**config.mk**
```make
export PLATFORM = sky130hd
export DESIGN_NAME = i2c_master_bit_engine_top_flat
export DESIGN_NICKNAME = d
export VERILOG_FILES = /design/src/design/i2cm_pkg.sv /design/src/design/i2cm_in_if.sv /design/src/design/i2cm_out_if.sv /design/src/design/i2c_master_bit_engine_top.sv /design/src/design/i2cm_engine.sv /design/src/flat_wrapper.sv
export SDC_FILE = /design/constraint.sdc
export NUM_CORES = 1
export LEC_CHECK = 0
export BUFFER_PORTS_ARGS = -buffer_cell sky130_fd_sc_hd__buf_2
export CAP_MARGIN = 10
export CORE_ASPECT_RATIO = 1.2
export CORE_UTILIZATION = 40
export DETAILED_ROUTE_END_ITERATION = 7
export GPL_ROUTABILITY_DRIVEN = 0
export GPL_TIMING_DRIVEN = 0
export PLACE_DENSITY = 0.6
export RECOVER_POWER = 100
export SETUP_SLACK_MARGIN = 0.05
export SLEW_MARGIN = 20
export SYNTH_ARGS = -nofsm -noshare
export SYNTH_HDL_FRONTEND = slang
export SYNTH_HIERARCHICAL = 1
export SYNTH_SLANG_ARGS = --single-unit
```
**constraint.sdc**
```tcl
create_clock -name clk_i -period 6.35 [get_ports clk_i]
set_input_delay 0.9525 -clock clk_i [delete_from_list [all_inputs] [get_ports clk_i]]
set_output_delay 0.9525 -clock clk_i [all_outputs]
set_load 0.005 [all_outputs]
```
**src/design/i2cm_pkg.sv**
```systemverilog
// Package of the I2C master bit engine: types, codes and reset values.
// Used by the channel interfaces, the engine and the top level; depends on nothing.
package i2cm_pkg;

  localparam int unsigned BYTE_W = 8;
  localparam int unsigned CFG_IDX_W = 2;
  localparam int unsigned BIT_CNT_W = 3;

  localparam logic [BIT_CNT_W-1:0] LAST_BIT = BIT_CNT_W'(BYTE_W - 1);

  // Configuration register indexes.
  localparam logic [CFG_IDX_W-1:0] CFG_DELAY       = 2'd0;
  localparam logic [CFG_IDX_W-1:0] CFG_SHORT_DELAY = 2'd1;
  localparam logic [CFG_IDX_W-1:0] CFG_ACK_TIMEOUT = 2'd2;

  localparam logic [BYTE_W-1:0] DELAY_RST       = 8'd15;
  localparam logic [BYTE_W-1:0] SHORT_DELAY_RST = 8'd6;
  localparam logic [BYTE_W-1:0] ACK_TIMEOUT_RST = 8'd250;

  typedef enum logic [2:0] {
    FN_START    = 3'd0,
    FN_STOP     = 3'd1,
    FN_WRITE    = 3'd2,
    FN_READ     = 3'd3,
    FN_WAIT_ACK = 3'd4,
    FN_ACK_BIT  = 3'd5
  } func_e;

  typedef enum logic [3:0] {
    PH_IDLE,
    PH_ST_A,
    PH_ST_B,
    PH_SP_A,
    PH_SP_B,
    PH_WA_A,
    PH_WA_B,
    PH_WA_POLL,
    PH_WR_D,
    PH_WR_H,
    PH_WR_L,
    PH_RD_L,
    PH_RD_H,
    PH_AK_L,
    PH_AK_H
  } phase_e;

  typedef struct packed {
    logic              cmd_valid;
    logic [2:0]        func;
    logic [BYTE_W-1:0] tx_byte;
    logic              ack_flag;
    logic              sda_in;
  } cmd_t;

  typedef struct packed {
    logic              scl_release;
    logic              sda_release;
    logic              busy_res;
    logic              done_res;
    logic [BYTE_W-1:0] rx_byte;
    logic              ack_error;
  } res_t;

endpackage

```
**src/design/i2cm_in_if.sv**
```systemverilog
// Tick channel into the I2C master bit engine: valid, ready and the tick fields.
// Depends on i2cm_pkg for the byte width.
interface i2cm_in_if;
  logic                      valid;
  logic                      ready;
  logic                      cmd_valid;
  logic [2:0]                func;
  logic [i2cm_pkg::BYTE_W-1:0] tx_byte;
  logic                      ack_flag;
  logic                      sda_in;

  modport source (output valid, cmd_valid, func, tx_byte, ack_flag, sda_in, input ready);
  modport sink   (input valid, cmd_valid, func, tx_byte, ack_flag, sda_in, output ready);
endinterface

```
**src/design/i2cm_out_if.sv**
```systemverilog
// Result channel out of the I2C master bit engine: valid, ready and the line levels.
// Depends on i2cm_pkg for the byte width.
interface i2cm_out_if;
  logic                      valid;
  logic                      ready;
  logic                      scl_release;
  logic                      sda_release;
  logic                      busy_res;
  logic                      done_res;
  logic [i2cm_pkg::BYTE_W-1:0] rx_byte;
  logic                      ack_error;

  modport source (output valid, scl_release, sda_release, busy_res, done_res, rx_byte,
                  ack_error, input ready);
  modport sink   (input valid, scl_release, sda_release, busy_res, done_res, rx_byte,
                  ack_error, output ready);
endinterface

```
**src/design/i2c_master_bit_engine_top.sv**
```systemverilog
// Top level of the I2C master bit engine: tick input register, engine and result register.
// Depends on i2cm_pkg, i2cm_in_if, i2cm_out_if and i2cm_engine.
//
//  Channel  Dir  Handshake     Contents
//  cmd_i    in   valid/ready   cmd_valid, func, tx_byte, ack_flag, sda_in (one tick)
//  res_o    out  valid/ready   scl_release, sda_release, busy_res, done_res, rx_byte, ack_error
//  cfg      in   cfg_we_i      cfg_idx_i selects delay, short delay or ack timeout
//
// One tick is accepted per clock cycle while cmd_i.ready is high; the tick waits in the input register
// and the engine steps on it at the same edge that loads the result register with its result.
// The engine steps once per tick, when the result register is empty or being taken.
// A stalled result holds the engine and, once the input register is full, cmd_i.ready.
// Reset puts the bus lines released, the engine idle and the registers to their defaults.
module i2c_master_bit_engine_top (
  input  logic                           clk_i,
  input  logic                           rst_ni,
  input  logic                           cfg_we_i,
  input  logic [i2cm_pkg::CFG_IDX_W-1:0] cfg_idx_i,
  input  logic [i2cm_pkg::BYTE_W-1:0]    cfg_data_i,
  i2cm_in_if.sink                        cmd_i,
  i2cm_out_if.source                     res_o
);

  logic           in_valid_q, out_valid_q, step;
  i2cm_pkg::cmd_t in_q;
  i2cm_pkg::res_t out_q, eng_res;

  assign step        = in_valid_q && (!out_valid_q || res_o.ready);
  assign cmd_i.ready = !in_valid_q || step;

  i2cm_engine u_engine (
    .clk_i      (clk_i),
    .rst_ni     (rst_ni),
    .cfg_we_i   (cfg_we_i),
    .cfg_idx_i  (cfg_idx_i),
    .cfg_data_i (cfg_data_i),
    .step_i     (step),
    .cmd_i      (in_q),
    .res_o      (eng_res)
  );

  always_ff @(posedge clk_i or negedge rst_ni) begin
    if (!rst_ni) begin
      in_valid_q <= 1'b0;
    end else if (cmd_i.valid && cmd_i.ready) begin
      in_valid_q <= 1'b1;
    end else if (step) begin
      in_valid_q <= 1'b0;
    end
  end

  always_ff @(posedge clk_i) begin
    if (cmd_i.valid && cmd_i.ready) begin
      in_q.cmd_valid <= cmd_i.cmd_valid;
      in_q.func      <= cmd_i.func;
      in_q.tx_byte   <= cmd_i.tx_byte;
      in_q.ack_flag  <= cmd_i.ack_flag;
      in_q.sda_in    <= cmd_i.sda_in;
    end
  end

  always_ff @(posedge clk_i or negedge rst_ni) begin
    if (!rst_ni) begin
      out_valid_q <= 1'b0;
    end else if (step) begin
      out_valid_q <= 1'b1;
    end else if (res_o.ready) begin
      out_valid_q <= 1'b0;
    end
  end

  always_ff @(posedge clk_i) begin
    if (step) begin
      out_q <= eng_res;
    end
  end

  assign res_o.valid       = out_valid_q;
  assign res_o.scl_release = out_q.scl_release;
  assign res_o.sda_release = out_q.sda_release;
  assign res_o.busy_res    = out_q.busy_res;
  assign res_o.done_res    = out_q.done_res;
  assign res_o.rx_byte     = out_q.rx_byte;
  assign res_o.ack_error   = out_q.ack_error;

  a_step_fills: assert property (@(posedge clk_i) disable iff (!rst_ni)
    step |=> out_valid_q)
    else $error("engine step lost its result");

  a_done_not_busy: assert property (@(posedge clk_i) disable iff (!rst_ni)
    out_valid_q && out_q.done_res |-> !out_q.busy_res)
    else $error("result shows done while busy");

  a_in_held: assert property (@(posedge clk_i) disable iff (!rst_ni)
    in_valid_q && !step |=> in_valid_q && $stable(in_q))
    else $error("waiting tick dropped or overwritten");

endmodule

```
**src/design/i2cm_engine.sv**
```systemverilog
// Bus engine state machine, configuration registers and the per-tick update.
// Depends on i2cm_pkg; the result is combinational from the state and the current tick.
module i2cm_engine (
  input  logic                             clk_i,
  input  logic                             rst_ni,
  input  logic                             cfg_we_i,
  input  logic [i2cm_pkg::CFG_IDX_W-1:0]   cfg_idx_i,
  input  logic [i2cm_pkg::BYTE_W-1:0]      cfg_data_i,
  input  logic                             step_i,
  input  i2cm_pkg::cmd_t                   cmd_i,
  output i2cm_pkg::res_t                   res_o
);

  i2cm_pkg::phase_e phase_q, phase_d;
  logic [i2cm_pkg::BYTE_W-1:0]    delay_q, short_q, timeout_q;
  logic [i2cm_pkg::BIT_CNT_W-1:0] bit_q, bit_d;
  logic [i2cm_pkg::BYTE_W-1:0]    shift_q, shift_d;
  logic [i2cm_pkg::BYTE_W-1:0]    dly_q, dly_d;
  logic [i2cm_pkg::BYTE_W-1:0]    poll_q, poll_d;
  logic [i2cm_pkg::BYTE_W-1:0]    rx_q, rx_d;
  logic scl_q, scl_d, sda_q, sda_d, ack_q, ack_d, err_q, err_d;
  logic expired, timed_out, last_bit, done;

  function automatic logic [i2cm_pkg::BYTE_W-1:0] load_fn(
    input logic [i2cm_pkg::BYTE_W-1:0] d
  );
    // A zero setting behaves as a one-tick delay.
    return (d == '0) ? i2cm_pkg::BYTE_W'(1) : d;
  endfunction

  assign expired   = (dly_q <= i2cm_pkg::BYTE_W'(1));
  assign timed_out = (poll_q >= timeout_q);
  assign last_bit  = (bit_q == i2cm_pkg::LAST_BIT);

  // Next state.
  always_comb begin
    phase_d = phase_q;
    unique case (phase_q)
      i2cm_pkg::PH_IDLE: begin
        if (cmd_i.cmd_valid) begin
          case (cmd_i.func)
            i2cm_pkg::FN_START:    phase_d = i2cm_pkg::PH_ST_A;
            i2cm_pkg::FN_STOP:     phase_d = i2cm_pkg::PH_SP_A;
            i2cm_pkg::FN_WRITE:    phase_d = i2cm_pkg::PH_WR_D;
            i2cm_pkg::FN_READ:     phase_d = i2cm_pkg::PH_RD_L;
            i2cm_pkg::FN_WAIT_ACK: phase_d = i2cm_pkg::PH_WA_A;
            i2cm_pkg::FN_ACK_BIT:  phase_d = i2cm_pkg::PH_AK_L;
            default:               phase_d = i2cm_pkg::PH_IDLE;
          endcase
        end
      end
      i2cm_pkg::PH_ST_A: if (expired) phase_d = i2cm_pkg::PH_ST_B;
      i2cm_pkg::PH_ST_B: if (expired) phase_d = i2cm_pkg::PH_IDLE;
      i2cm_pkg::PH_SP_A: if (expired) phase_d = i2cm_pkg::PH_SP_B;
      i2cm_pkg::PH_SP_B: if (expired) phase_d = i2cm_pkg::PH_IDLE;
      i2cm_pkg::PH_WA_A: if (expired) phase_d = i2cm_pkg::PH_WA_B;
      i2cm_pkg::PH_WA_B: if (expired) phase_d = i2cm_pkg::PH_WA_POLL;
      i2cm_pkg::PH_WA_POLL: begin
        if (!cmd_i.sda_in)  phase_d = i2cm_pkg::PH_IDLE;
        else if (timed_out) phase_d = i2cm_pkg::PH_SP_A;
      end
      i2cm_pkg::PH_WR_D: if (expired) phase_d = i2cm_pkg::PH_WR_H;
      i2cm_pkg::PH_WR_H: if (expired) phase_d = i2cm_pkg::PH_WR_L;
      i2cm_pkg::PH_WR_L: begin
        if (expired) phase_d = last_bit ? i2cm_pkg::PH_IDLE : i2cm_pkg::PH_WR_D;
      end
      i2cm_pkg::PH_RD_L: if (expired) phase_d = i2cm_pkg::PH_RD_H;
      i2cm_pkg::PH_RD_H: begin
        if (expired) phase_d = last_bit ? i2cm_pkg::PH_AK_L : i2cm_pkg::PH_RD_L;
      end
      i2cm_pkg::PH_AK_L: if (expired) phase_d = i2cm_pkg::PH_AK_H;
      i2cm_pkg::PH_AK_H: if (expired) phase_d = i2cm_pkg::PH_IDLE;
      default:           phase_d = i2cm_pkg::PH_IDLE;
    endcase
  end

  // Lines, counters and data path.
  always_comb begin
    scl_d   = scl_q;
    sda_d   = sda_q;
    bit_d   = bit_q;
    shift_d = shift_q;
    poll_d  = poll_q;
    rx_d    = rx_q;
    ack_d   = ack_q;
    err_d   = err_q;
    done    = 1'b0;
    // Every phase but idle and the poll counts its delay down.
    if (phase_q != i2cm_pkg::PH_IDLE && phase_q != i2cm_pkg::PH_WA_POLL && !expired) begin
      dly_d = dly_q - i2cm_pkg::BYTE_W'(1);
    end else begin
      dly_d = dly_q;
    end
    unique case (phase_q)
      i2cm_pkg::PH_IDLE: begin
        if (cmd_i.cmd_valid) begin
          case (cmd_i.func)
            i2cm_pkg::FN_START: begin
              scl_d = 1'b1;
              sda_d = 1'b1;
              dly_d = load_fn(delay_q);
            end
            i2cm_pkg::FN_STOP: begin
              scl_d = 1'b0;
              sda_d = 1'b0;
              dly_d = load_fn(delay_q);
            end
            i2cm_pkg::FN_WRITE: begin
              shift_d = cmd_i.tx_byte;
              bit_d   = '0;
              scl_d   = 1'b0;
              sda_d   = cmd_i.tx_byte[i2cm_pkg::BYTE_W-1];
              dly_d   = load_fn(delay_q);
            end
            i2cm_pkg::FN_READ: begin
              shift_d = '0;
              bit_d   = '0;
              ack_d   = cmd_i.ack_flag;
              scl_d   = 1'b0;
              sda_d   = 1'b1;
              dly_d   = load_fn(delay_q);
            end
            i2cm_pkg::FN_WAIT_ACK: begin
              poll_d = '0;
              sda_d  = 1'b1;
              dly_d  = load_fn(short_q);
            end
            i2cm_pkg::FN_ACK_BIT: begin
              ack_d = cmd_i.ack_flag;
              scl_d = 1'b0;
              sda_d = !cmd_i.ack_flag;
              dly_d = load_fn(delay_q);
            end
            default: ;
          endcase
        end
      end
      i2cm_pkg::PH_ST_A: begin
        if (expired) begin
          sda_d = 1'b0;
          dly_d = load_fn(delay_q);
        end
      end
      i2cm_pkg::PH_ST_B: begin
        if (expired) begin
          scl_d = 1'b0;
          done  = 1'b1;
        end
      end
      i2cm_pkg::PH_SP_A: begin
        if (expired) begin
          scl_d = 1'b1;
          sda_d = 1'b1;
          dly_d = load_fn(delay_q);
        end
      end
      i2cm_pkg::PH_SP_B: done = expired;
      i2cm_pkg::PH_WA_A: begin
        if (expired) begin
          scl_d = 1'b1;
          dly_d = load_fn(short_q);
        end
      end
      i2cm_pkg::PH_WA_B: ;
      i2cm_pkg::PH_WA_POLL: begin
        if (!cmd_i.sda_in) begin
          scl_d = 1'b0;
          err_d = 1'b0;
          done  = 1'b1;
        end else if (timed_out) begin
          // Give up: flag the error and release the bus with a stop condition.
          err_d = 1'b1;
          scl_d = 1'b0;
          sda_d = 1'b0;
          dly_d = load_fn(delay_q);
        end else begin
          poll_d = poll_q + i2cm_pkg::BYTE_W'(1);
        end
      end
      i2cm_pkg::PH_WR_D: begin
        if (expired) begin
          scl_d = 1'b1;
          dly_d = load_fn(delay_q);
        end
      end
      i2cm_pkg::PH_WR_H: begin
        if (expired) begin
          scl_d = 1'b0;
          dly_d = load_fn(delay_q);
        end
      end
      i2cm_pkg::PH_WR_L: begin
        if (expired) begin
          if (last_bit) begin
            done = 1'b1;
          end else begin
            bit_d   = bit_q + i2cm_pkg::BIT_CNT_W'(1);
            shift_d = {shift_q[i2cm_pkg::BYTE_W-2:0], 1'b0};
            sda_d   = shift_q[i2cm_pkg::BYTE_W-2];
            dly_d   = load_fn(delay_q);
          end
        end
      end
      i2cm_pkg::PH_RD_L: begin
        if (expired) begin
          scl_d   = 1'b1;
          shift_d = {shift_q[i2cm_pkg::BYTE_W-2:0], cmd_i.sda_in};
          dly_d   = load_fn(short_q);
        end
      end
      i2cm_pkg::PH_RD_H: begin
        if (expired) begin
          scl_d = 1'b0;
          dly_d = load_fn(delay_q);
          if (last_bit) begin
            rx_d  = shift_q;
            sda_d = !ack_q;
          end else begin
            bit_d = bit_q + i2cm_pkg::BIT_CNT_W'(1);
          end
        end
      end
      i2cm_pkg::PH_AK_L: begin
        if (expired) begin
          scl_d = 1'b1;
          dly_d = load_fn(delay_q);
        end
      end
      i2cm_pkg::PH_AK_H: begin
        if (expired) begin
          scl_d = 1'b0;
          done  = 1'b1;
        end
      end
      default: ;
    endcase
  end

  always_comb begin
    res_o.scl_release = scl_d;
    res_o.sda_release = sda_d;
    res_o.busy_res    = (phase_d != i2cm_pkg::PH_IDLE);
    res_o.done_res    = done;
    res_o.rx_byte     = rx_d;
    res_o.ack_error   = err_d;
  end

  always_ff @(posedge clk_i or negedge rst_ni) begin
    if (!rst_ni) begin
      delay_q   <= i2cm_pkg::DELAY_RST;
      short_q   <= i2cm_pkg::SHORT_DELAY_RST;
      timeout_q <= i2cm_pkg::ACK_TIMEOUT_RST;
    end else if (cfg_we_i) begin
      case (cfg_idx_i)
        i2cm_pkg::CFG_DELAY:       delay_q   <= cfg_data_i;
        i2cm_pkg::CFG_SHORT_DELAY: short_q   <= cfg_data_i;
        i2cm_pkg::CFG_ACK_TIMEOUT: timeout_q <= cfg_data_i;
        default: ;
      endcase
    end
  end

  always_ff @(posedge clk_i or negedge rst_ni) begin
    if (!rst_ni) begin
      phase_q <= i2cm_pkg::PH_IDLE;
      bit_q   <= '0;
      shift_q <= '0;
      dly_q   <= '0;
      poll_q  <= '0;
      rx_q    <= '0;
      scl_q   <= 1'b1;
      sda_q   <= 1'b1;
      ack_q   <= 1'b0;
      err_q   <= 1'b0;
    end else if (step_i) begin
      phase_q <= phase_d;
      bit_q   <= bit_d;
      shift_q <= shift_d;
      dly_q   <= dly_d;
      poll_q  <= poll_d;
      rx_q    <= rx_d;
      scl_q   <= scl_d;
      sda_q   <= sda_d;
      ack_q   <= ack_d;
      err_q   <= err_d;
    end
  end

  // A finished command always leaves the engine idle.
  a_done_idle: assert property (@(posedge clk_i) disable iff (!rst_ni)
    step_i && done |=> phase_q == i2cm_pkg::PH_IDLE)
    else $error("done without return to idle");

  // A high poll at the timeout gives up with the error flag set and starts a stop.
  a_poll_bound: assert property (@(posedge clk_i) disable iff (!rst_ni)
    step_i && phase_q == i2cm_pkg::PH_WA_POLL && cmd_i.sda_in && timed_out
    |=> phase_q == i2cm_pkg::PH_SP_A && err_q)
    else $error("ack timeout did not start a stop");

  // Both lines are released while the stop condition is held.
  a_stop_lines: assert property (@(posedge clk_i) disable iff (!rst_ni)
    phase_q == i2cm_pkg::PH_SP_B |-> scl_q && sda_q)
    else $error("stop hold phase with a line driven low");

endmodule

```
**src/flat_wrapper.sv**
```systemverilog
// flat-port wrapper written by rule: the top's interface ports become plain ports
module i2c_master_bit_engine_top_flat 
  (clk_i, rst_ni, cfg_we_i, cfg_idx_i, cfg_data_i, cmd_i_valid, cmd_i_cmd_valid, cmd_i_func, cmd_i_tx_byte, cmd_i_ack_flag, cmd_i_sda_in, cmd_i_ready, res_o_valid, res_o_scl_release, res_o_sda_release, res_o_busy_res, res_o_done_res, res_o_rx_byte, res_o_ack_error, res_o_ready);
  i2cm_in_if cmd_i_i ();
  i2cm_out_if res_o_i ();
  input  logic clk_i;
  input  logic rst_ni;
  input  logic cfg_we_i;
  input  logic [i2cm_pkg::CFG_IDX_W-1:0] cfg_idx_i;
  input  logic [i2cm_pkg::BYTE_W-1:0] cfg_data_i;
  input wire logic [$bits(cmd_i_i.valid)-1:0] cmd_i_valid;
  input wire logic [$bits(cmd_i_i.cmd_valid)-1:0] cmd_i_cmd_valid;
  input wire logic [$bits(cmd_i_i.func)-1:0] cmd_i_func;
  input wire logic [$bits(cmd_i_i.tx_byte)-1:0] cmd_i_tx_byte;
  input wire logic [$bits(cmd_i_i.ack_flag)-1:0] cmd_i_ack_flag;
  input wire logic [$bits(cmd_i_i.sda_in)-1:0] cmd_i_sda_in;
  output wire logic [$bits(cmd_i_i.ready)-1:0] cmd_i_ready;
  output wire logic [$bits(res_o_i.valid)-1:0] res_o_valid;
  output wire logic [$bits(res_o_i.scl_release)-1:0] res_o_scl_release;
  output wire logic [$bits(res_o_i.sda_release)-1:0] res_o_sda_release;
  output wire logic [$bits(res_o_i.busy_res)-1:0] res_o_busy_res;
  output wire logic [$bits(res_o_i.done_res)-1:0] res_o_done_res;
  output wire logic [$bits(res_o_i.rx_byte)-1:0] res_o_rx_byte;
  output wire logic [$bits(res_o_i.ack_error)-1:0] res_o_ack_error;
  input wire logic [$bits(res_o_i.ready)-1:0] res_o_ready;
  assign cmd_i_i.valid = cmd_i_valid;
  assign cmd_i_i.cmd_valid = cmd_i_cmd_valid;
  assign cmd_i_i.func = cmd_i_func;
  assign cmd_i_i.tx_byte = cmd_i_tx_byte;
  assign cmd_i_i.ack_flag = cmd_i_ack_flag;
  assign cmd_i_i.sda_in = cmd_i_sda_in;
  assign cmd_i_ready = cmd_i_i.ready;
  assign res_o_valid = res_o_i.valid;
  assign res_o_scl_release = res_o_i.scl_release;
  assign res_o_sda_release = res_o_i.sda_release;
  assign res_o_busy_res = res_o_i.busy_res;
  assign res_o_done_res = res_o_i.done_res;
  assign res_o_rx_byte = res_o_i.rx_byte;
  assign res_o_ack_error = res_o_i.ack_error;
  assign res_o_i.ready = res_o_ready;
  i2c_master_bit_engine_top u_core (.clk_i(clk_i), .rst_ni(rst_ni), .cfg_we_i(cfg_we_i), .cfg_idx_i(cfg_idx_i), .cfg_data_i(cfg_data_i), .cmd_i(cmd_i_i), .res_o(res_o_i));
endmodule
```
======== Yosys cells after proc, flatten, opt, wreduce, memory -nomap -nowiden ========
Cells that the tools add are included.
storage, ports and cells
  register bits ........................... 96
  input port bits ......................... 29
  output and inout port bits .............. 15
  word-level logic and storage cells ...... 186
operators by class
  $add $sub $neg .......................... 3
  order comparisons ....................... 2
  equality and inequality tests ........... 34
  mux-type cells .......................... 79
  reductions and logical operators ........ 42
operators with widths
  kind                   count
  $mux W8                21
  $mux W4                15
  $pmux W4 S13           1
  $pmux W8 S2            3
  $pmux W8 S5            1
  $eq A4 B4 Y1 const B   7
  $mux W1                25
  $pmux W4 S6            1
  $pmux W8 S3            1
  $eq A4 B3 Y1 const B   4
  $logic_not A8 Y1       2
  $mux W3                5
  $ne A2 B2 Y1 const B   6
  $pmux W1 S4            3
  $reduce_and A6 Y1      2
  $reduce_or A2 Y1       5
  $reduce_or A5 Y1       2
  $eq A3 B3 Y1 const B   3
  $add A8 B1 Y8 const B  1
  $eq A4 B2 Y1 const B   2
  $ge A8 B8 Y1           1
  $le A8 B1 Y1 const B   1
  $ne A2 B1 Y1 const B   4
  $reduce_bool A2 Y1     4
  26 further kinds       40

======== Depth between registers and ports, before layout ========
Gate-level depths: netlist (run 1).
  word-level depth ........................ 7
  depth in mapped cells ................... 10
  mapped depth without buffers ............ 8

======== Hierarchy ========
Netlist (run 1), hierarchy kept.
by module, submodules not included
  module                     times used  cells an instance  area each (um^2)  seq. area each (um^2)
  i2cm_engine                1           560                4717.0            1694.1
  i2c_master_bit_engine_top  1           35                 914.6             860.8

======== Least setup slack after synthesis (run 1) ========
OpenSTA, ideal clock, no wires.
  kind .................................... in2reg
  start point ............................. input res_o_ready
  end point ............................... register u_core/u_engine/dly_q[7] (netlist bit)
  setup time .............................. 0.140 ns
  arrival time ............................ 2.610 ns
  required time ........................... 6.210 ns
  path slack .............................. 3.601 ns
  cell stages on the path ................. 7
  path buffers ............................ 0
  path through ............................ nand2b_1 > and2_1 > clkinv_1 > a21oi_1 > o211ai_1 > a2111oi_0 > a211oi_1
between the ends
  cells in the longest elaborated chain, start to end .. 2
ends and longest elaborated chain
  element                 line                             text
  start: declaration      flat_wrapper.sv:25               input wire logic [$bits(res_o_i.ready)-1:0] res_o_ready;
  $logic_or A1 B1 Y1      i2c_master_bit_engine_top.sv:28  assign step = in_valid_q && (!out_valid_q || res_o.ready);
  $logic_and A1 B1 Y1     i2c_master_bit_engine_top.sv:28
  net u_core.step         i2c_master_bit_engine_top.sv:24  logic in_valid_q, out_valid_q, step;
  end signal: assignment  i2cm_engine.sv:279               dly_q <= dly_d;
  end: declaration        i2cm_engine.sv:18                logic [i2cm_pkg::BYTE_W-1:0] dly_q, dly_d;
The timed path passes the listed nets, and every way through them passes these cells.
A chain may end at the register's enable or synchronous reset.

======== Worst setup path after layout (run 1) ========
Same ends and word-level chain as after synthesis.

==> results by group, run 1 <==
Cells and area
  • # nets final: 692
  • P&R area growth vs syn: 12.0%
  • Antenna Cells: 0
  • Non-Filler Instances: just over 800
  • Filler Cell Count: 1376
  • Layout cells sized above 1: ~16%

Synth
  • Cell Area, Synth: 5630 um^2
  • EDFF count, synth: 27
  • Synth Area per Inst: around 9.5 um^2
  • Mapped Nets: 637
  • Gate Count Post-Synth: about 600
  • Top cell type's share of synthesized area: about a quarter
  • Synth Flop Type: dfrtp_1
  • Sequential share of the synthesized area: between 40% and 50%
  • Cell taking the most area after synthesis: dfrtp_1
  • Number of synthesized register bits: between 90 and 100
  • Asr flop ratio synth: 71.9%
  • Yosys warns: 6
  • Netlist cell types: 74
  • Leading post-synthesis cells by cell area: dfrtp_1 24%, edfxtp_1 14%, dfstp_2 6.5%

Timing
  • RSZ-0062 raised after global routing: false
  • Max Fclk: between 200 and 300 MHz
  • Final slew viol count: just over 70
  • Total negative slack: 0 ns
  • Final hold vios: 0
  • Worst Skew: 0.00917 ns
  • Period utilization: approximately three fifths
  • Crit path time final: 3.84 ns
  • Slew @ Worst Pin: about 2.3 ns
  • Worst slew margin: -52.5%
  • Setup violations, final: 0

Place
  • Number of port buffers: 43
  • Placed cells: 810
  • Post-DP HPWL: 11600 um

Drt
  • # DRC: 0
  • Metal1 wirelength: ~6400 um
  • Met3 WL: about 920 um
  • Final wirelength: between 15000 and 20000 um
  • Via density: 6.00
  • TritonRoute pass-1 iters: 7
  • Top Layer Used: met4
  • Routed vias: 4952
  • Routed Antenna Nets: 0
  • Wire per inst: 19.0 um
  • Met2 wire len: 7780 um
  • Iter 0 DRT Violations: 622

Run status
  • Failing checks: max-capacitance violations, max-slew violations
  • Outcome: finished, violations left

Setup path
  • Max stage delay cell, worst path: and2_0
  • Critical R2R Launch: u_core/res_o.valid$_DFFE_PN0P_
  • Crit path max-delay family: simple AND/OR/NAND/NOR gates
  • Critical path arrival: 4.06 ns
  • Crit Path Category: in2reg
  • Critical path buffers and inverters: 2
  • Data required, critical path: 6.57 ns
  • Crit path launch: res_o_ready
  • CP max FO: 20
  • Crit. path cell count: 8
  • Crit start category: input pin
  • End point of the critical path: u_core/u_engine/dly_q[7]$_DFFE_PN0P_
  • Cell chain of the critical path: buf_2, nand2b_1, and2_0, clkinv_1, a21oi_1, o211ai_1, a2111oi_0, a211oi_1
  • CP peak stage delay: 1.12 ns
  • R2R setup slack: roughly 2.8 ns
  • Critical Path Sink Type: flip-flop
  • Reg2reg end: u_core/u_engine/dly_q[7]$_DFFE_PN0P_
  • Worst reg2reg path depth: 7

GRT
  • Vias in the first global route: approximately 5000
  • Antenna violations before repair: 0
  • Grt ovf: 0
  • First-pass GRT wire length: between 20000 and 30000 um
  • GRT Overall Usage: between 20 and 25%
  • Largest net degree at the start of global routing: 43

Clock tree
  • Clock root buffer: clkbuf_16
  • CTS buffer count: 9
  • Setup bufs post-CTS: 0
  • Cts repair resizes: 0
  • CTS Hold Bufs: 0
  • Worst skew pair latency: between 0.3 and 0.4 ns
  • H-tree levels: 3
  • Clock sink count: 96
  • CTS Buffer Depth: 2
  • Clock transition at the registers of the reported paths: roughly 0.08 ns
  • CTS tree: done

Worst hold path
  • Hold WC Path Type: reg2reg

Floorplanning
  • Die Ht: between 100 and 150 um
  • Num ports: 44
  • Row Count: 47
  • Total die area: roughly 15000 um^2
  • Chip width: about 110 um
  • Initial Util: 40.9%
  • Core area: approximately 14000 um^2

Power
  • Pwr dens: between 300 and 400 nW/um^2
  • Maximum vdd drop: about 0.19 mV
  • Static leakage: 2.47 nW

Run
  • Max_cap viols: 2
-- worst reg2reg max path: cells and delay by family (launching register included) --
family	cells	cell delay, ns
AO/OA/AOI/OAI	4	1.02
buffers and inverters	1	0.80
flip-flops	1	0.40
AND/OR/NAND/NOR	2	1.21
-- synth_stat cells (all sizes together) (14+ instances only) --
library cell  number
nor2              65
dfrtp             55
nand2             53
o21ai             48
a21oi             34
mux2              30
edfxtp            27
inv               24
clkbuf            22
nand2b            16
a22oi             15
dfstp             14
-- per-layer routing --
layer / GRT usage (%) / vias to the layer above
met4: 11.0 / 0
li1: - / 2291
met3: 4.25 / 40
met2: 37.9 / 189
met1: 28.5 / 2432
met5: 0 / -
-- metrics by stage --
step                      setup WS [ns]  total power, mW  hold slack, ns  instance area, um^2  util, %
final                              2.51             2.43           0.482                 6310     45.8
after global routing               1.80             2.58           0.530                 6310     45.8
after CTS                          3.00             2.44           0.488                 6360     46.2
after detailed placement           2.65             1.90           0.471                 6080     44.2
after global placement             2.66             1.88           0.474                 6060     44.0
after floorplan                    3.60             1.61           0.444                 5630        -
-- sequential cells by signal, summed over array words and instances (netlist names), 3 cells and up --
register / cells
u_core/u_engine/short_q: 8
u_core/u_engine/rx_q: 8
u_core/res_o.rx_byte: 8
u_core/u_engine/timeout_q: 8
u_core/u_engine/delay_q: 8
u_core/in_q: 14
u_core/u_engine/dly_q: 8
u_core/u_engine/phase_q: 4
u_core/u_engine/bit_q: 3
u_core/u_engine/poll_q: 8
u_core/u_engine/shift_q: 8
-- layout make-up --
type,count,area [um^2],share of cell area [%]
clock buffers,10,229,3.63
multi-input cells,440,2800,44.4
repair buffers,44,205,3.25
flip-flops and latches,96,2550,40.5
clock inverters,6,50.0,0.793
plain buffers,34,159,2.52
well taps,171,214,3.39
inverters,25,93.8,1.49
-- cells in the final DEF (no fill, tap or decap), types with 5 or more instances in the layout --
| cell type | count |
|---|---|
| a211oi_1 | 6 |
| a21o_1 | 9 |
| a21oi_1 | 33 |
| a221oi_1 | 5 |
| a22oi_1 | 15 |
| a31oi_1 | 8 |
| a32oi_1 | 6 |
| and3_1 | 6 |
| buf_2 | 33 |
| clkbuf_1 | 36 |
| clkbuf_16 | 9 |
| dfrtp_1 | 55 |
| dfstp_2 | 14 |
| edfxtp_1 | 27 |
| ha_1 | 13 |
| inv_1 | 24 |
| mux2_1 | 5 |
| mux2_2 | 25 |
| nand2_1 | 53 |
| nand2b_1 | 16 |
| nand3_1 | 13 |
| nand3b_1 | 6 |
| nor2_1 | 65 |
| nor2b_1 | 9 |
| nor3_1 | 7 |
| nor4_1 | 6 |
| o211ai_1 | 7 |
| o21ai_0 | 48 |
| o22ai_1 | 9 |
| or3_1 | 9 |
-- report_power, final --
group | switching, mW | leakage (nW) | total (mW) | internal [mW]
Sequential | 0.143 | 1.05 | 0.951 | 0.808
Clock | 0.255 | 0.136 | 0.527 | 0.272
Combinational | 0.580 | 1.29 | 0.954 | 0.374
Total | 0.978 | 2.47 | 2.43 | 1.45
-- cells by family (layout without fill, tap and decap cells) --
family | count (synthesis) | in the layout | share of synthesized area (%)
xor gates and xnor gates | 1 | 1 | 0.156
and+or+nand+nor | 213 | 213 | 18.9
buffers and inverters | 59 | 119 | 4.53
DFF | 96 | 96 | 45.4
muxes | 34 | 34 | 6.71
adders and majority gates | 13 | 13 | 2.89
AOI/OAI and AO/OA | 179 | 179 | 21.4
-- worst min-delay path by stage --
stage | startpoint | endpoint | slack (ns) | cells after the start
after floorplan | u_core/u_engine/shift_q[7]$_DFFE_PN0P_ | u_core/u_engine/shift_q[7]$_DFFE_PN0P_ | 0.44 | 2
after global placement | u_core/u_engine/shift_q[7]$_DFFE_PN0P_ | u_core/u_engine/shift_q[7]$_DFFE_PN0P_ | 0.47 | 2
after detailed placement | u_core/u_engine/shift_q[7]$_DFFE_PN0P_ | u_core/u_engine/shift_q[7]$_DFFE_PN0P_ | 0.47 | 2
after CTS | u_core/u_engine/shift_q[7]$_DFFE_PN0P_ | u_core/u_engine/shift_q[7]$_DFFE_PN0P_ | 0.49 | 2
after global routing | u_core/u_engine/shift_q[7]$_DFFE_PN0P_ | u_core/u_engine/shift_q[7]$_DFFE_PN0P_ | 0.53 | 2
final | u_core/u_engine/shift_q[7]$_DFFE_PN0P_ | u_core/u_engine/shift_q[7]$_DFFE_PN0P_ | 0.48 | 2
Power figures use the tool's default switching activity.
==> run 2, diff against run 1 <==
--- a/config.mk
+++ b/config.mk
@@ -5,6 +5,7 @@
 export SDC_FILE = /design/constraint.sdc
 export NUM_CORES = 1
 export LEC_CHECK = 0
+export ABC_AREA = 1
 export BUFFER_PORTS_ARGS = -buffer_cell sky130_fd_sc_hd__buf_2
 export CAP_MARGIN = 10
 export CORE_ASPECT_RATIO = 1.2
@@ -12,7 +13,7 @@
 export DETAILED_ROUTE_END_ITERATION = 7
 export GPL_ROUTABILITY_DRIVEN = 0
 export GPL_TIMING_DRIVEN = 0
-export PLACE_DENSITY = 0.6
+export PLACE_DENSITY = 0.62
 export RECOVER_POWER = 100
 export SETUP_SLACK_MARGIN = 0.05
 export SLEW_MARGIN = 20
==> constraint.sdc (replaced) <==
create_clock -name clk_i -period 3.5 [get_ports clk_i]
set_input_delay 0.525 -clock clk_i [delete_from_list [all_inputs] [get_ports clk_i]]
set_output_delay 0.525 -clock clk_i [all_outputs]
set_load 0.005 [all_outputs]
==> run 2 against run 1 <==
Against the previous run:
- the run still ends with max-capacitance violations, max-slew violations left
- count of clock-buffer cells in the layout down 1
- utilization down 0.12 points
- area after synthesis rose by 4.5%
- wire length shrank 5.2%
- synthesized cell count rose by 33%
- flip-flop and latch count is the same
- largest power group unchanged
- highest routed layer unchanged
==> results by group, run 2 <==
Power
  • Static leakage: 3.23 nW (was 2.47 nW)
  • Maximum vdd drop: 0.466 mV (was 0.187 mV)
  • Pwr dens: 732 nW/um^2 (was 386 nW/um^2)

Cells and area
  • Antenna Cells: 0 (unchanged)
  • Most common cell after layout, fill and taps aside: nand2_1 (was nor2_1)
  • P&R area growth vs syn: 11.5% (was 12.0%)
  • Largest Register: u_core/in_q (unchanged)
  • Design Area, Final: 6560 um^2 (was 6310 um^2)
  • Most frequent cells in the layout: 271 x nand2_1, 78 x nor2_1, 77 x inv_1 (was 65 x nor2_1, 55 x dfrtp_1, 53 x nand2_1)
  • # nets final: 890 (was 692)
  • Max reg flops: 14 (unchanged)
  • Layout cells sized above 1: 13.0% (was 15.7%)

Drt
  • Wire per inst: 14.5 um (was 19.0 um)
  • Iter 0 DRT Violations: 575 (was 622)
  • Routed vias: 5332 (was 4952)
  • # DRC: 0 (unchanged)
  • TritonRoute pass-1 iters: 6 (was 7)
  • Routed Antenna Nets: 0 (unchanged)
  • Final wirelength: 14900 um (was 15700 um)
  • Via density: 5.19 (was 6.00)

Synth
  • Asr flop ratio synth: 71.9% (unchanged)
  • Synth Area per Inst: 7.42 um^2 (was 9.46 um^2)
  • Yosys warns: 6 (unchanged)
  • Top cell type's share of synthesized area: 23.4% (was 24.4%)
  • Cell taking the most area after synthesis: dfrtp_1 (unchanged)
  • Gate Count Post-Synth: 793 (was 595)
  • EDFF count, synth: 27 (unchanged)
  • Sequential share of the synthesized area: 43.4% (was 45.4%)
  • Synth Flop Type: dfrtp_1 (unchanged)
  • Leading post-synthesis cells by cell area: dfrtp_1 23%, nand2_1 17%, edfxtp_1 14% (was dfrtp_1 24%, edfxtp_1 14%, dfstp_2 6.5%)
  • Netlist cell types: 41 (was 74)
  • Cell Area, Synth: 5890 um^2 (was 5630 um^2)
  • Mapped Nets: 835 (was 637)
  • Top-count cell post-synth: nand2_1 (was nor2_1)
  • Commonest cells in the netlist: 271 x nand2_1, 77 x inv_1, 74 x nor2_1 (was 65 x nor2_1, 55 x dfrtp_1, 53 x nand2_1)
  • Number of synthesized register bits: 96 (unchanged)

Timing
  • Final hold vios: 0 (unchanged)
  • Worst Skew: 0.0103 ns (was 0.00917 ns)
  • Worst slew margin: -18.8% (was -52.5%)
  • Max Fclk: 331 MHz
  • Crit path time final: 3.02 ns
  • Slew @ Worst Pin: 1.78 ns (was 2.29 ns)
  • RSZ-0062 raised after global routing: false (unchanged)
  • Final slew viol count: 36 (was 72)
  • Period utilization: about 86%
  • Setup violations, final: 0 (unchanged)
  • Total negative slack: 0 ns (unchanged)
  • Hold slack final: 0.342 ns (was 0.482 ns)

Clock tree
  • CTS tree: done (unchanged)
  • Clock sink count: 96 (unchanged)
  • H-tree levels: 3 (unchanged)
  • CTS buffer count: 9 (unchanged)
  • Worst skew pair latency: 0.36 ns (was 0.35 ns)
  • Clock root buffer: clkbuf_16 (unchanged)
  • Cts repair resizes: 0 (unchanged)
  • Setup bufs post-CTS: 0 (unchanged)
  • CTS Hold Bufs: 0 (unchanged)
  • CTS Buffer Depth: 2 (unchanged)
  • Clock transition at the registers of the reported paths: 0.07 ns (was 0.08 ns)

Place
  • Number of port buffers: 43 (unchanged)
  • Post-DP HPWL: 11300 um (was 11600 um)
  • DP Area: 6350 um^2 (was 6080 um^2)

Run status
  • Outcome: finished, violations left (unchanged)
  • Failing checks: max-capacitance violations, max-slew violations (unchanged)

Setup path
  • Crit start category: flip-flop (was input pin)
  • Worst reg2reg path depth: 9 (was 7)
  • R2R setup slack: 0.48 ns (was 2.81 ns)
  • CP max FO: 14 (was 20)
  • Data required, critical path: 3.78 ns (was 6.57 ns)
  • Critical path arrival: 3.30 ns (was 4.06 ns)
  • Critical Path Sink Type: flip-flop (unchanged)
  • Reg2reg end: u_core/u_engine/shift_q[6]$_DFFE_PN0P_ (was u_core/u_engine/dly_q[7]$_DFFE_PN0P_)
  • Crit Path Category: reg2reg (was in2reg)
  • Critical R2R Launch: u_core/res_o.valid$_DFFE_PN0P_ (unchanged)

Worst hold path
  • WHS Path Cells: 1 (was 2)
  • HP Start: cmd_i_sda_in (was u_core/u_engine/shift_q[7]$_DFFE_PN0P_)
  • Hold WC Path Type: in2reg (was reg2reg)
  • WHS Endpoint: u_core/in_q[0]$_DFFE_PP_ (was u_core/u_engine/shift_q[7]$_DFFE_PN0P_)

Floorplanning
  • Num ports: 44 (unchanged)
  • Die Ht: 135 um (was 132 um)
  • Total die area: 15200 um^2 (was 14600 um^2)
  • Initial Util: 41.0% (was 40.9%)
  • Core area: 14400 um^2 (was 13800 um^2)
  • Row Count: 48 (was 47)
  • Chip width: 113 um (was 110 um)

GRT
  • First-pass GRT wire length: 24500 um (was 25500 um)
  • Grt ovf: 0 (unchanged)
  • GRT Overall Usage: 20.7% (was 23.0%)
  • Largest net degree at the start of global routing: 36 (was 43)
  • Vias in the first global route: 4850 (was 4963)
  • Antenna violations before repair: 0 (unchanged)

Run
  • Max_cap viols: 1 (was 2)
==> run 2: power by group <==
part	total [mW]	leakage (nW)	internal, mW	switching [mW]
logic	2.21	1.98	0.745	1.46
registers	1.62	1.11	1.42	0.201
clock network	0.975	0.145	0.504	0.471
==> run 2: area by class of cell <==
cell class	count	area [um^2]
Sequential cell	96	2550
Inverter	89	337
Tap cell	175	219
Clock inverter	7	72.6
Clock buffer	9	225
Timing Repair Buffer	44	209
Buffer	22	128
Multi-Input combinational cell	586	2820
Fill cell	1439	7790
==> run 2: metal layers <==
layer  vias up  track usage (%)  share of wire (%)
li1       2669                -                  -
met1      2429             28.3                 47
met2       207             32.2                 45
met3        27             4.71                6.0
met4         0             7.11                2.3
met5         -                0                  0
==> run 2: logic make-up after synthesis <==
logic type,count (synthesis),synth area share [%]
AO/OA/AOI/OAI,121,11.5
adder cells (fa/ha/maj),13,2.76
AND/OR/NAND/NOR,441,32.5
multiplexers,1,0.191
buffers and inverters,111,8.16
XOR/XNOR,10,1.49
flip-flops,96,43.4
==> run 2: per-stage QoR <==
| stage | std cells | util (%) | power (mW) | setup WS, ns |
|---|---|---|---|---|
| 2_1_floorplan | 793 | - | 3.29 | 1.04 |
| 3_3_place_gp | 1011 | 44.0 | 3.83 | -0.0258 |
| 3_5_place_dp | 1012 | 44.2 | 3.84 | 0.323 |
| 4_1_cts | 1028 | 46.3 | 4.84 | 0.575 |
| 5_1_grt | 1028 | 45.7 | 5.21 | 0.253 |
| 6_report | 1028 | 45.7 | 4.80 | 0.481 |
==> run 2: worst max path at each step <==
stage	start	endpoint	slack, ns	depth (start not counted)
6_report	u_core/res_o.valid$_DFFE_PN0P_	u_core/u_engine/shift_q[6]$_DFFE_PN0P_	0.48	9
4_1_cts	u_core/res_o.valid$_DFFE_PN0P_	u_core/u_engine/poll_q[6]$_DFFE_PN0P_	0.57	7
3_3_place_gp	res_o_ready	u_core/u_engine/poll_q[7]$_DFFE_PN0P_	-0.03	9
2_1_floorplan	res_o_ready	u_core/u_engine/shift_q[6]$_DFFE_PN0P_	1.04	10
5_1_grt	u_core/res_o.valid$_DFFE_PN0P_	u_core/u_engine/shift_q[6]$_DFFE_PN0P_	0.25	9
3_5_place_dp	res_o_ready	u_core/u_engine/poll_q[6]$_DFFE_PN0P_	0.32	9
==> run 2: critical path, stage by stage (launching register included) <==
cell and delay, ns:
dfrtp_1 0.41, a21oi_2 0.65, clkbuf_1 0.55, o21ai_0 0.30, a21oi_1 0.37, nand4_1 0.16, inv_2 0.16, buf_6 0.15
o211ai_1 0.09, o21ai_0 0.09
